==> config.mk <==
export PLATFORM = sky130hd
export DESIGN_NAME = sdf_block_importance_classifier
export DESIGN_NICKNAME = d
export VERILOG_FILES = /design/src/hdl/sdfbic_pkg.sv /design/src/hdl/sdf_block_importance_classifier.sv /design/src/hdl/sdfbic_dp.sv /design/src/hdl/sdfbic_ctrl.sv
export SDC_FILE = /design/constraint.sdc
export NUM_CORES = 2
export LEC_CHECK = 0
export ABC_AREA = 0
export BUFFER_PORTS_ARGS = -buffer_cell sky130_fd_sc_hd__buf_2
export CAP_MARGIN = 30
export CORE_MARGIN = 4
export CORE_UTILIZATION = 40
export CTS_CLUSTER_SIZE = 40
export DETAILED_ROUTE_END_ITERATION = 10
export PLACE_DENSITY = 0.59
export SYNTH_ARGS = -nofsm -noshare
export SYNTH_HDL_FRONTEND = slang
export SYNTH_SLANG_ARGS = --single-unit
==> constraint.sdc <==
create_clock -name clk -period 7.4 [get_ports clk]
set_input_delay 0.37 -clock clk [delete_from_list [all_inputs] [get_ports clk]]
set_output_delay 0.37 -clock clk [all_outputs]
set_load 0.005 [all_outputs]
==> src/hdl/sdfbic_pkg.sv <==
// Shared constants, codes and command types of the SDF block importance classifier.
package sdfbic_pkg;

  localparam int SAMPLE_WIDTH_DEF = 32;

  localparam int EXT_W      = 31;
  localparam int BAND_W     = 31;
  localparam int FACT_W     = 16;
  localparam int OUT_W      = 32;
  localparam int CFG_IDX_W  = 3;
  localparam int CFG_DATA_W = 32;

  // band * clamped factor fits in 46 bits, its square in 92
  localparam int P_W       = BAND_W + FACT_W - 1;
  localparam int Q_W       = 2 * P_W;
  localparam int S_W       = 64;
  localparam int MUL_B_W   = S_W;
  localparam int CNT_W     = $clog2(MUL_B_W);
  localparam int LHS_SHIFT = 48;
  localparam int PROD_W    = Q_W + S_W;

  localparam logic [S_W-1:0] S2_FLOOR = S_W'(64'h1_0000_0000);

  // configuration register indexes
  localparam logic [CFG_IDX_W-1:0] CFG_NEAR_BAND    = 3'd0;
  localparam logic [CFG_IDX_W-1:0] CFG_NEAR_FACTOR  = 3'd1;
  localparam logic [CFG_IDX_W-1:0] CFG_TRANS_BAND   = 3'd2;
  localparam logic [CFG_IDX_W-1:0] CFG_TRANS_FACTOR = 3'd3;
  localparam logic [CFG_IDX_W-1:0] CFG_USE_DIAG     = 3'd4;
  localparam logic [CFG_IDX_W-1:0] CFG_USE_SIGN     = 3'd5;
  localparam logic [CFG_IDX_W-1:0] CFG_USE_MIN      = 3'd6;

  localparam logic [1:0] IMP_NEAR  = 2'd0;
  localparam logic [1:0] IMP_TRANS = 2'd1;
  localparam logic [1:0] IMP_FAR   = 2'd2;

  localparam logic [1:0] WARN_NONE      = 2'd0;
  localparam logic [1:0] WARN_EMPTY     = 2'd1;
  localparam logic [1:0] WARN_NONFINITE = 2'd2;

  // multiplier operand selects
  typedef logic [2:0] mul_src_t;
  localparam mul_src_t SRC_EX = 3'd0;
  localparam mul_src_t SRC_EY = 3'd1;
  localparam mul_src_t SRC_EZ = 3'd2;
  localparam mul_src_t SRC_MM = 3'd3;
  localparam mul_src_t SRC_PN = 3'd4;
  localparam mul_src_t SRC_PT = 3'd5;
  localparam mul_src_t SRC_PP = 3'd6;
  localparam mul_src_t SRC_QS = 3'd7;

  // where a finished product goes
  typedef logic [2:0] store_dst_t;
  localparam store_dst_t DST_NONE  = 3'd0;
  localparam store_dst_t DST_S     = 3'd1;
  localparam store_dst_t DST_LHS   = 3'd2;
  localparam store_dst_t DST_P     = 3'd3;
  localparam store_dst_t DST_Q     = 3'd4;
  localparam store_dst_t DST_NEAR  = 3'd5;
  localparam store_dst_t DST_TRANS = 3'd6;

  typedef struct packed {
    logic       take;
    logic       take_end;
    logic       load;
    logic       clr;
    logic       step;
    mul_src_t   src;
    logic       store;
    store_dst_t dst;
    logic       finish;
  } dp_cmd_t;

endpackage

==> src/hdl/sdf_block_importance_classifier.sv <==
// Top level of the SDF block importance classifier.
// Samples of a block arrive one per beat and are taken at one per cycle while
// the block is collecting; the beat flagged block_end closes the block. The
// classification then runs on one shared shift-add multiplier, one multiplier
// bit per cycle, through ten products (three extent squares, the squared
// minimum, and band*factor, its square and that times the squared diagonal for
// each band), so the input stalls after the end beat until the result is issued,
// including any wait for the previous result to leave the output register.
// Results sit in an output register, so collection of the next block proceeds
// while a result is still stalled. Configuration is always ready and is to be
// written only while no block is in flight.
module sdf_block_importance_classifier import sdfbic_pkg::*; #(
  parameter int SAMPLE_WIDTH = SAMPLE_WIDTH_DEF
) (
  input  logic                           clk,
  input  logic                           rst_n,
  input  logic                           in_valid,
  output logic                           in_stall,
  input  logic signed [SAMPLE_WIDTH-1:0] in_distance,
  input  logic                           in_not_finite,
  input  logic                           in_sample_present,
  input  logic                           in_block_end,
  input  logic                           in_bounds_valid,
  input  logic [EXT_W-1:0]               in_extent_x,
  input  logic [EXT_W-1:0]               in_extent_y,
  input  logic [EXT_W-1:0]               in_extent_z,
  output logic                           out_valid,
  input  logic                           out_stall,
  output logic [1:0]                     out_importance,
  output logic [OUT_W-1:0]               out_min_abs_distance,
  output logic [OUT_W-1:0]               out_max_abs_distance,
  output logic                           out_sign_change,
  output logic [1:0]                     out_warning,
  input  logic                           cfg_valid,
  output logic                           cfg_ready,
  input  logic [CFG_IDX_W-1:0]           cfg_index,
  input  logic [CFG_DATA_W-1:0]          cfg_data
);

  dp_cmd_t cmd;

  assign cfg_ready = 1'b1;

  sdfbic_ctrl #(
    .SAMPLE_WIDTH(SAMPLE_WIDTH)
  ) u_ctrl (
    .clk         (clk),
    .rst_n       (rst_n),
    .in_valid    (in_valid),
    .in_block_end(in_block_end),
    .in_stall    (in_stall),
    .out_valid   (out_valid),
    .out_stall   (out_stall),
    .cmd         (cmd)
  );

  sdfbic_dp #(
    .SAMPLE_WIDTH(SAMPLE_WIDTH)
  ) u_dp (
    .clk                 (clk),
    .rst_n               (rst_n),
    .cmd                 (cmd),
    .in_distance         (in_distance),
    .in_not_finite       (in_not_finite),
    .in_sample_present   (in_sample_present),
    .in_bounds_valid     (in_bounds_valid),
    .in_extent_x         (in_extent_x),
    .in_extent_y         (in_extent_y),
    .in_extent_z         (in_extent_z),
    .cfg_we              (cfg_valid && cfg_ready),
    .cfg_index           (cfg_index),
    .cfg_data            (cfg_data),
    .out_importance      (out_importance),
    .out_min_abs_distance(out_min_abs_distance),
    .out_max_abs_distance(out_max_abs_distance),
    .out_sign_change     (out_sign_change),
    .out_warning         (out_warning)
  );

endmodule

==> src/hdl/sdfbic_dp.sv <==
// Datapath: config registers, block statistics, shift-add multiplier and result register.
module sdfbic_dp import sdfbic_pkg::*; #(
  parameter int SAMPLE_WIDTH = SAMPLE_WIDTH_DEF
) (
  input  logic                           clk,
  input  logic                           rst_n,
  input  dp_cmd_t                        cmd,
  input  logic signed [SAMPLE_WIDTH-1:0] in_distance,
  input  logic                           in_not_finite,
  input  logic                           in_sample_present,
  input  logic                           in_bounds_valid,
  input  logic [EXT_W-1:0]               in_extent_x,
  input  logic [EXT_W-1:0]               in_extent_y,
  input  logic [EXT_W-1:0]               in_extent_z,
  input  logic                           cfg_we,
  input  logic [CFG_IDX_W-1:0]           cfg_index,
  input  logic [CFG_DATA_W-1:0]          cfg_data,
  output logic [1:0]                     out_importance,
  output logic [OUT_W-1:0]               out_min_abs_distance,
  output logic [OUT_W-1:0]               out_max_abs_distance,
  output logic                           out_sign_change,
  output logic [1:0]                     out_warning
);

  localparam int W      = SAMPLE_WIDTH;
  localparam int LHS_W  = 2 * W;
  localparam int ACC_W  = (PROD_W > LHS_W + LHS_SHIFT) ? PROD_W : LHS_W + LHS_SHIFT;
  localparam int XW     = (W > OUT_W) ? W : OUT_W;

  // configuration
  logic [BAND_W-1:0]        near_band_r, trans_band_r;
  logic signed [FACT_W-1:0] near_factor_r, trans_factor_r;
  logic                     use_diag_r, use_sign_r, use_min_r;

  // block statistics
  logic [W-1:0] min_r, max_r;
  logic         pos_r, neg_r, bad_r, any_r;

  // captured at the end beat
  logic [EXT_W-1:0] ext_x_r, ext_y_r, ext_z_r;
  logic             bv_r;

  // multiplier and intermediates
  logic [ACC_W-1:0]   a_r, acc_r;
  logic [MUL_B_W-1:0] b_r;
  logic [S_W-1:0]     s2_r;
  logic [LHS_W-1:0]   lhs_r;
  logic [P_W-1:0]     p_r;
  logic [Q_W-1:0]     q_r;
  logic               near_ok_r, trans_ok_r;

  logic [W-1:0]       raw, abs_val;
  logic               raw_neg;
  logic [ACC_W-1:0]   a_sel, lhs_sh;
  logic [MUL_B_W-1:0] b_sel;
  logic [FACT_W-1:0]  near_f, trans_f;
  logic [S_W-1:0]     s_sum;
  logic               sc;
  logic [1:0]         imp;
  logic [XW-1:0]      min_x, max_x;

  assign raw     = in_distance;
  assign raw_neg = raw[W-1];
  assign abs_val = raw_neg ? W'(~raw + W'(1)) : raw;

  assign near_f  = near_factor_r[FACT_W-1]  ? '0 : near_factor_r;
  assign trans_f = trans_factor_r[FACT_W-1] ? '0 : trans_factor_r;

  assign s_sum  = acc_r[S_W-1:0];
  assign lhs_sh = ACC_W'({lhs_r, {LHS_SHIFT{1'b0}}});

  always_comb begin
    case (cmd.src)
      SRC_EX: begin
        a_sel = ACC_W'(ext_x_r);
        b_sel = MUL_B_W'(ext_x_r);
      end
      SRC_EY: begin
        a_sel = ACC_W'(ext_y_r);
        b_sel = MUL_B_W'(ext_y_r);
      end
      SRC_EZ: begin
        a_sel = ACC_W'(ext_z_r);
        b_sel = MUL_B_W'(ext_z_r);
      end
      SRC_MM: begin
        a_sel = ACC_W'(min_r);
        b_sel = MUL_B_W'(min_r);
      end
      SRC_PN: begin
        a_sel = ACC_W'(near_band_r);
        b_sel = MUL_B_W'(near_f);
      end
      SRC_PT: begin
        a_sel = ACC_W'(trans_band_r);
        b_sel = MUL_B_W'(trans_f);
      end
      SRC_PP: begin
        a_sel = ACC_W'(p_r);
        b_sel = MUL_B_W'(p_r);
      end
      SRC_QS: begin
        a_sel = ACC_W'(q_r);
        b_sel = MUL_B_W'(s2_r);
      end
      default: begin
        a_sel = '0;
        b_sel = '0;
      end
    endcase
  end

  // configuration registers
  always_ff @(posedge clk) begin
    if (!rst_n) begin
      near_band_r    <= '0;
      near_factor_r  <= FACT_W'(256);
      trans_band_r   <= '0;
      trans_factor_r <= FACT_W'(256);
      use_diag_r     <= 1'b0;
      use_sign_r     <= 1'b1;
      use_min_r      <= 1'b1;
    end else if (cfg_we) begin
      case (cfg_index)
        CFG_NEAR_BAND:    near_band_r    <= cfg_data[BAND_W-1:0];
        CFG_NEAR_FACTOR:  near_factor_r  <= cfg_data[FACT_W-1:0];
        CFG_TRANS_BAND:   trans_band_r   <= cfg_data[BAND_W-1:0];
        CFG_TRANS_FACTOR: trans_factor_r <= cfg_data[FACT_W-1:0];
        CFG_USE_DIAG:     use_diag_r     <= cfg_data[0];
        CFG_USE_SIGN:     use_sign_r     <= cfg_data[0];
        CFG_USE_MIN:      use_min_r      <= cfg_data[0];
        default: ;
      endcase
    end
  end

  // per-sample statistics; cleared when the block's result is issued
  always_ff @(posedge clk) begin
    if (!rst_n || cmd.finish) begin
      min_r <= '1;
      max_r <= '0;
      pos_r <= 1'b0;
      neg_r <= 1'b0;
      bad_r <= 1'b0;
      any_r <= 1'b0;
    end else if (cmd.take && in_sample_present && !bad_r) begin
      if (in_not_finite) begin
        bad_r <= 1'b1;
      end else begin
        if (abs_val < min_r) min_r <= abs_val;
        if (abs_val > max_r) max_r <= abs_val;
        if (raw_neg) neg_r <= 1'b1;
        else if (raw != '0) pos_r <= 1'b1;
        any_r <= 1'b1;
      end
    end
  end

  always_ff @(posedge clk) begin
    if (cmd.take_end) begin
      ext_x_r <= in_extent_x;
      ext_y_r <= in_extent_y;
      ext_z_r <= in_extent_z;
      bv_r    <= in_bounds_valid;
    end
  end

  // shift-add multiplier, one bit of b per cycle while cmd.step is set, accumulating into acc_r
  always_ff @(posedge clk) begin
    if (cmd.load) begin
      a_r <= a_sel;
      b_r <= b_sel;
      if (cmd.clr) acc_r <= '0;
    end else if (cmd.step) begin
      if (b_r[0]) acc_r <= acc_r + a_r;
      a_r <= a_r << 1;
      b_r <= b_r >> 1;
    end
  end

  always_ff @(posedge clk) begin
    if (cmd.store) begin
      case (cmd.dst)
        DST_S:     s2_r <= (use_diag_r && bv_r && s_sum > S2_FLOOR) ? s_sum : S2_FLOOR;
        DST_LHS:   lhs_r <= acc_r[LHS_W-1:0];
        DST_P:     p_r <= acc_r[P_W-1:0];
        DST_Q:     q_r <= acc_r[Q_W-1:0];
        DST_NEAR:  near_ok_r <= (lhs_sh <= acc_r);
        DST_TRANS: trans_ok_r <= (lhs_sh <= acc_r);
        default: ;
      endcase
    end
  end

  assign sc    = pos_r && neg_r;
  assign min_x = XW'(min_r);
  assign max_x = XW'(max_r);

  always_comb begin
    if ((use_sign_r && sc) || (use_min_r && near_ok_r)) imp = IMP_NEAR;
    else if (use_min_r && trans_ok_r)                   imp = IMP_TRANS;
    else                                                imp = IMP_FAR;
  end

  always_ff @(posedge clk) begin
    if (cmd.finish) begin
      if (bad_r) begin
        out_importance       <= IMP_NEAR;
        out_min_abs_distance <= '0;
        out_max_abs_distance <= max_x[OUT_W-1:0];
        out_sign_change      <= 1'b0;
        out_warning          <= WARN_NONFINITE;
      end else if (!any_r) begin
        out_importance       <= IMP_FAR;
        out_min_abs_distance <= '0;
        out_max_abs_distance <= '0;
        out_sign_change      <= 1'b0;
        out_warning          <= WARN_EMPTY;
      end else begin
        out_importance       <= imp;
        out_min_abs_distance <= min_x[OUT_W-1:0];
        out_max_abs_distance <= max_x[OUT_W-1:0];
        out_sign_change      <= sc;
        out_warning          <= WARN_NONE;
      end
    end
  end

endmodule

==> src/hdl/sdfbic_ctrl.sv <==
// Controller: input/output handshake and the multiply sequence run at block end.
module sdfbic_ctrl import sdfbic_pkg::*; #(
  parameter int SAMPLE_WIDTH = SAMPLE_WIDTH_DEF
) (
  input  logic    clk,
  input  logic    rst_n,
  input  logic    in_valid,
  input  logic    in_block_end,
  output logic    in_stall,
  output logic    out_valid,
  input  logic    out_stall,
  output dp_cmd_t cmd
);

  localparam logic [2:0] ST_IDLE   = 3'd0;
  localparam logic [2:0] ST_LOAD   = 3'd1;
  localparam logic [2:0] ST_RUN    = 3'd2;
  localparam logic [2:0] ST_STORE  = 3'd3;
  localparam logic [2:0] ST_FINISH = 3'd4;

  localparam int             PH_W    = 4;
  localparam logic [PH_W-1:0] PH_LAST = 4'd9;

  typedef struct packed {
    mul_src_t         src;
    logic             clr;
    logic [CNT_W-1:0] len_m1;
    store_dst_t       dst;
  } prog_t;

  // squared diagonal, squared minimum, then near and transition right-hand sides
  function automatic prog_t prog(input logic [PH_W-1:0] ph);
    prog_t p;
    p = '{src: SRC_EX, clr: 1'b1, len_m1: CNT_W'(EXT_W - 1), dst: DST_NONE};
    case (ph)
      4'd0: p = '{src: SRC_EX, clr: 1'b1, len_m1: CNT_W'(EXT_W - 1), dst: DST_NONE};
      4'd1: p = '{src: SRC_EY, clr: 1'b0, len_m1: CNT_W'(EXT_W - 1), dst: DST_NONE};
      4'd2: p = '{src: SRC_EZ, clr: 1'b0, len_m1: CNT_W'(EXT_W - 1), dst: DST_S};
      4'd3: p = '{src: SRC_MM, clr: 1'b1, len_m1: CNT_W'(SAMPLE_WIDTH - 1), dst: DST_LHS};
      4'd4: p = '{src: SRC_PN, clr: 1'b1, len_m1: CNT_W'(FACT_W - 1), dst: DST_P};
      4'd5: p = '{src: SRC_PP, clr: 1'b1, len_m1: CNT_W'(P_W - 1), dst: DST_Q};
      4'd6: p = '{src: SRC_QS, clr: 1'b1, len_m1: CNT_W'(S_W - 1), dst: DST_NEAR};
      4'd7: p = '{src: SRC_PT, clr: 1'b1, len_m1: CNT_W'(FACT_W - 1), dst: DST_P};
      4'd8: p = '{src: SRC_PP, clr: 1'b1, len_m1: CNT_W'(P_W - 1), dst: DST_Q};
      4'd9: p = '{src: SRC_QS, clr: 1'b1, len_m1: CNT_W'(S_W - 1), dst: DST_TRANS};
      default: ;
    endcase
    return p;
  endfunction

  logic [2:0]       state_r, state_nxt;
  logic [PH_W-1:0]  ph_r, ph_nxt;
  logic [CNT_W-1:0] cnt_r, cnt_nxt;
  logic             out_valid_r, out_valid_nxt;
  prog_t            pg;

  assign pg        = prog(ph_r);
  assign in_stall  = (state_r != ST_IDLE);
  assign out_valid = out_valid_r;

  always_comb begin
    state_nxt = state_r;
    ph_nxt    = ph_r;
    cnt_nxt   = cnt_r;
    cmd       = '0;
    cmd.src   = pg.src;
    cmd.dst   = pg.dst;
    cmd.clr   = pg.clr;
    case (state_r)
      ST_IDLE: begin
        cmd.take     = in_valid;
        cmd.take_end = in_valid && in_block_end;
        if (in_valid && in_block_end) begin
          ph_nxt    = '0;
          state_nxt = ST_LOAD;
        end
      end
      ST_LOAD: begin
        cmd.load  = 1'b1;
        cnt_nxt   = pg.len_m1;
        state_nxt = ST_RUN;
      end
      ST_RUN: begin
        cmd.step = 1'b1;
        if (cnt_r == '0) state_nxt = ST_STORE;
        else cnt_nxt = cnt_r - CNT_W'(1);
      end
      ST_STORE: begin
        cmd.store = 1'b1;
        if (ph_r == PH_LAST) begin
          state_nxt = ST_FINISH;
        end else begin
          ph_nxt    = ph_r + PH_W'(1);
          state_nxt = ST_LOAD;
        end
      end
      ST_FINISH: begin
        // wait for the output register to free up
        if (!out_valid_r || !out_stall) begin
          cmd.finish = 1'b1;
          state_nxt  = ST_IDLE;
        end
      end
      default: state_nxt = ST_IDLE;
    endcase
  end

  always_comb begin
    if (cmd.finish)                   out_valid_nxt = 1'b1;
    else if (out_valid_r && !out_stall) out_valid_nxt = 1'b0;
    else                              out_valid_nxt = out_valid_r;
  end

  always_ff @(posedge clk) begin
    if (!rst_n) begin
      state_r     <= ST_IDLE;
      ph_r        <= '0;
      cnt_r       <= '0;
      out_valid_r <= 1'b0;
    end else begin
      state_r     <= state_nxt;
      ph_r        <= ph_nxt;
      cnt_r       <= cnt_nxt;
      out_valid_r <= out_valid_nxt;
    end
  end

endmodule
==> impl_results.md <==
* Final TNS setup at 0 ns
* CTS Buf Count at about 110
* Crit path max fanout at 45
* Core area at approximately 0.13 mm^2
* Most area-consuming cells after synthesis: edfxtp_1 47%, ha_1 7.0%, dfxtp_1 6.9%
* Post-CTS sizing at 0
* Fraction of layout cells with a size suffix above 1 at a little under a tenth
* Most used cell, CP: or4_1
* Skew-Pair Late Insertion Delay at 0.74 ns
* F_max at approximately 170 MHz
* Path depth of the worst reg2reg path at 14
* Yosys reg bits at 986
* Antenna-violating nets left at 0
* Total Power at 28.88 mW
* Initial antenna violation count at 10
* Slowest CP cell: dlygate4sd3_1
* Clock Pin Slew Worst Setup and Hold Paths at about 0.060 ns
* Most Crowded Layer GR: met2
* Worst Tran Pin Value at around 1.2 ns
* Overflow after GRT at 0
* Largest net degree at the start of global routing at roughly 180
* Worst EP required at between 8 and 9 ns
* Root Buffer: clkbuf_16
* Total I/O pin count at approximately 240
* Number of global-route vias before repair at around 40k
* Synth async-reset ratio at 0%
* Outcome: completed
* Ys flop type: edfxtp_1
* Worst vdd ir at between 0.0003 and 0.0004 V
* Hpwl dp at roughly 110 mm
* Final wirelength at between 150 and 200 mm
* Setup CP Type: in2reg
* Seq/Total Area, Yosys at a little over half
* Hold depth at 4
* Clk sink count at slightly below 1k
* Initial Utilization at 40.47%
* Grt met2 use at a little over a third
* Met3 usage in global routing at under 10%
* Initial DRT Pass Iterations at 9
* Hold wc startpoint: in_block_end
* TritonCTS clock tree: yes
* Die footprint at around 0.14 mm^2
* Placer Congestion at 0.9392
* Final Hold Fails at 0
* Max Root-Sink Buffers at 3
* # nets final at about 5.8k
* NetSw at around 12 mW
* Final setup vio count at 0
* Die height at 368.3 um
* Setup crit end kind: register
* Syn avg cell area at 10.26 um^2
* Setup crit start: in_distance[0]
* First-pass GRT wire length at about 240 mm
* Layout Cell Area excl Fill at 0.05978 mm^2
* Post-Syn Area at a little over 0.05 mm^2
* Post-synthesis cell count at roughly 5.1k
* Data arrival time of the critical path at ~6.5 ns
* IO Port Bufs at about 240
* PD cells at a little under 500 mW/mm^2
* Max-slew violations at 0
* Post-CTS Setup Inserts at 0
* Net Sw Frac at a little over two fifths
* Crit-path max cell delay at 0.53 ns
* Final min period at about 6 ns
* Number of hold buffers added after CTS at approximately 130
* Final Cycle Share at approximately four fifths
* Reg2reg start: u_dp.acc_r[40]
* Worst Setup Start Kind: primary input
* Clock skew at around 0.076 ns
* Reg2Reg Setup Slack at between 1.5 and 2 ns
* Remaining DRCs at 0
* Sequential Power Share at 34.0%
* Die W at around 370 um
* GRT Overall Usage at 23.03%
* Yosys cell types at 74
* Yosys warns at 0
* Mapped Nets at between 5k and 6k
* Clock power frac at a little under a fifth
* Post-DR wirelength/cell at ~23 um
* Met1 usage at around a third
* Pleak at ~23 nW
* Worst Hold Class: in2reg
* Syn-to-layout area delta at 15.10%
* Combinational share of power at a little under half
* Maxcap violations at 0
* Pint at between 15 and 20 mW
* Vias at approximately 41k
* # rows at 131
* Synth area leader: edfxtp_1
* Iter 0 DRT Violations at roughly 4.2k
* RSZ-0062 raised after global routing: false
* Worst path cell trace: dlygate4sd3_1 -> buf_2 -> inv_1 -> ha_1 -> nand2b_1 -> or4_1 -> or2_1 -> or4_1 -> or4_1 -> or4_4 -> or3_1 -> o21ai_1 -> xnor2_1 -> ha_1 -> nand4_1 -> or2_2 -> nor3_1 -> a21boi_0 -> o21a_2 -> buf_4 -> nand3_1 -> o31ai_1
* Post-synth EDFFs at 807
* RR Endpoint: u_dp.acc_r[113]
* Slew HR at 21.76%
* Most frequent cells in the layout: 807 x edfxtp_1, 567 x nand2_1, 502 x nor2_1
* DR vias/cell at roughly 5.7
* Commonest non-fill, non-tap cell in the layout: edfxtp_1
* Post-synth top area share at a little under half
* Placed cell area at 0.05482 mm^2
* H-tree levels at 3
* Hold endpoint: u_ctrl.state_r[0]
cells in the mapped netlist, types with 18 or more instances:
cell type / n
clkbuf_1: 271
or3_1: 18
a222oi_1: 48
o211ai_1: 19
a21oi_1: 359
o21bai_1: 48
o31ai_1: 64
o21a_1: 36
nand4_1: 132
nor4_1: 45
nand3_1: 161
nand2_1: 571
nand2b_1: 32
a21boi_0: 125
nor2_1: 510
xor2_1: 71
xnor2_1: 110
a22oi_1: 31
a21o_1: 191
nor3_1: 85
ha_1: 289
a31oi_1: 29
inv_1: 193
a211oi_1: 55
a221oi_1: 36
or2_2: 18
o21ai_0: 202
and2_1: 171
nor2b_1: 34
edfxtp_1: 807
dfxtp_1: 179
stage by stage:
stage / hold slack [ns] / cells / util [%] / setup slack, ns
4_1_cts: 0.02757 / 7123 / 46.51 / 1.573
3_5_place_dp: 0.4600 / 6790 / 42.72 / 1.331
3_3_place_gp: 0.4523 / 6785 / 42.66 / 1.400
5_1_grt: 0.09327 / 7135 / 46.58 / 1.134
6_report: 0.09794 / 7135 / 46.58 / 1.496
2_1_floorplan: 0.4397 / 5060 / - / 0.6735
layer usage:
metal	share of wire, %	up-vias	wire length, um
met5	0	-	0
met4	2.8	0	4489
met3	7.4	248	11910
met2	44	1454	69990
met1	46	19827	74170
li1	-	19062	-
layout make-up:
class | instances | area, um^2
well taps | 1729 | 2163
clock inverters | 56 | 595.6
diodes | 8 | 20.02
multi-input cells | 3602 | 22540
clock buffers | 145 | 2953
fillers | 11875 | 68560
repair buffers | 416 | 2968
inverters | 193 | 726.9
flip-flops and latches | 986 | 27820
state kept, by name, summed over array words and instances (netlist names), 6 cells and up:
name                       count
u_dp.ext_x_r                  31
u_dp.ext_y_r                  31
u_dp.out_min_abs_distance     32
u_dp.q_r                      92
u_dp.ext_z_r                  31
u_dp.max_r                    32
u_dp.out_max_abs_distance     32
u_dp.p_r                      46
u_dp.min_r                    32
u_dp.b_r                      64
u_dp.near_band_r              31
u_dp.s2_r                     64
u_dp.trans_band_r             31
u_dp.near_factor_r            16
u_dp.a_r                     156
u_ctrl.cnt_r                   6
u_dp.lhs_r                    64
u_dp.acc_r                   156
u_dp.trans_factor_r           16
power by group through the flow:
stage	logic [mW]	registers, mW	clock network [mW]
after floorplan	9.67	9.41	0
after global placement	13.1	9.88	0
after detailed placement	13.2	9.90	0
after CTS	13.4	9.81	5.54
after global routing	15.1	9.93	5.77
final	13.6	9.82	5.42
worst max-delay path by stage:
stage,cells past startpoint,slack [ns],to
global route,22,1.13,u_dp.max_r[2]
floorplan,6,0.67,u_dp.a_r[0]
CTS,22,1.57,u_dp.max_r[4]
detailed placement,21,1.33,u_dp.max_r[4]
finish,22,1.50,u_dp.max_r[4]
global placement,21,1.40,u_dp.max_r[5]
kinds of logic after synthesis:
| family | Yosys count | share of synthesized area (%) |
|---|---|---|
| and+or+nand+nor | 1826 | 16.39 |
| DFF | 986 | 53.56 |
| xor gates and xnor gates | 181 | 3.052 |
| AOI/OAI and AO/OA | 1297 | 16.44 |
| adders and majority gates | 290 | 7.001 |
| muxes | 7 | 0.1349 |
| other | 1 | 0.007220 |
| buffers and inverters | 472 | 3.421 |
critical path: cells and delay by family:
kind	cells	cell delay (ns)
XOR/XNOR	1	0.18
AND/OR/NAND/NOR	11	3.31
buffers and inverters	4	1.27
AO/OA/AOI/OAI	4	0.86
adder cells (fa/ha/maj)	2	0.53
No activity file was read; power rests on OpenSTA's default activity.
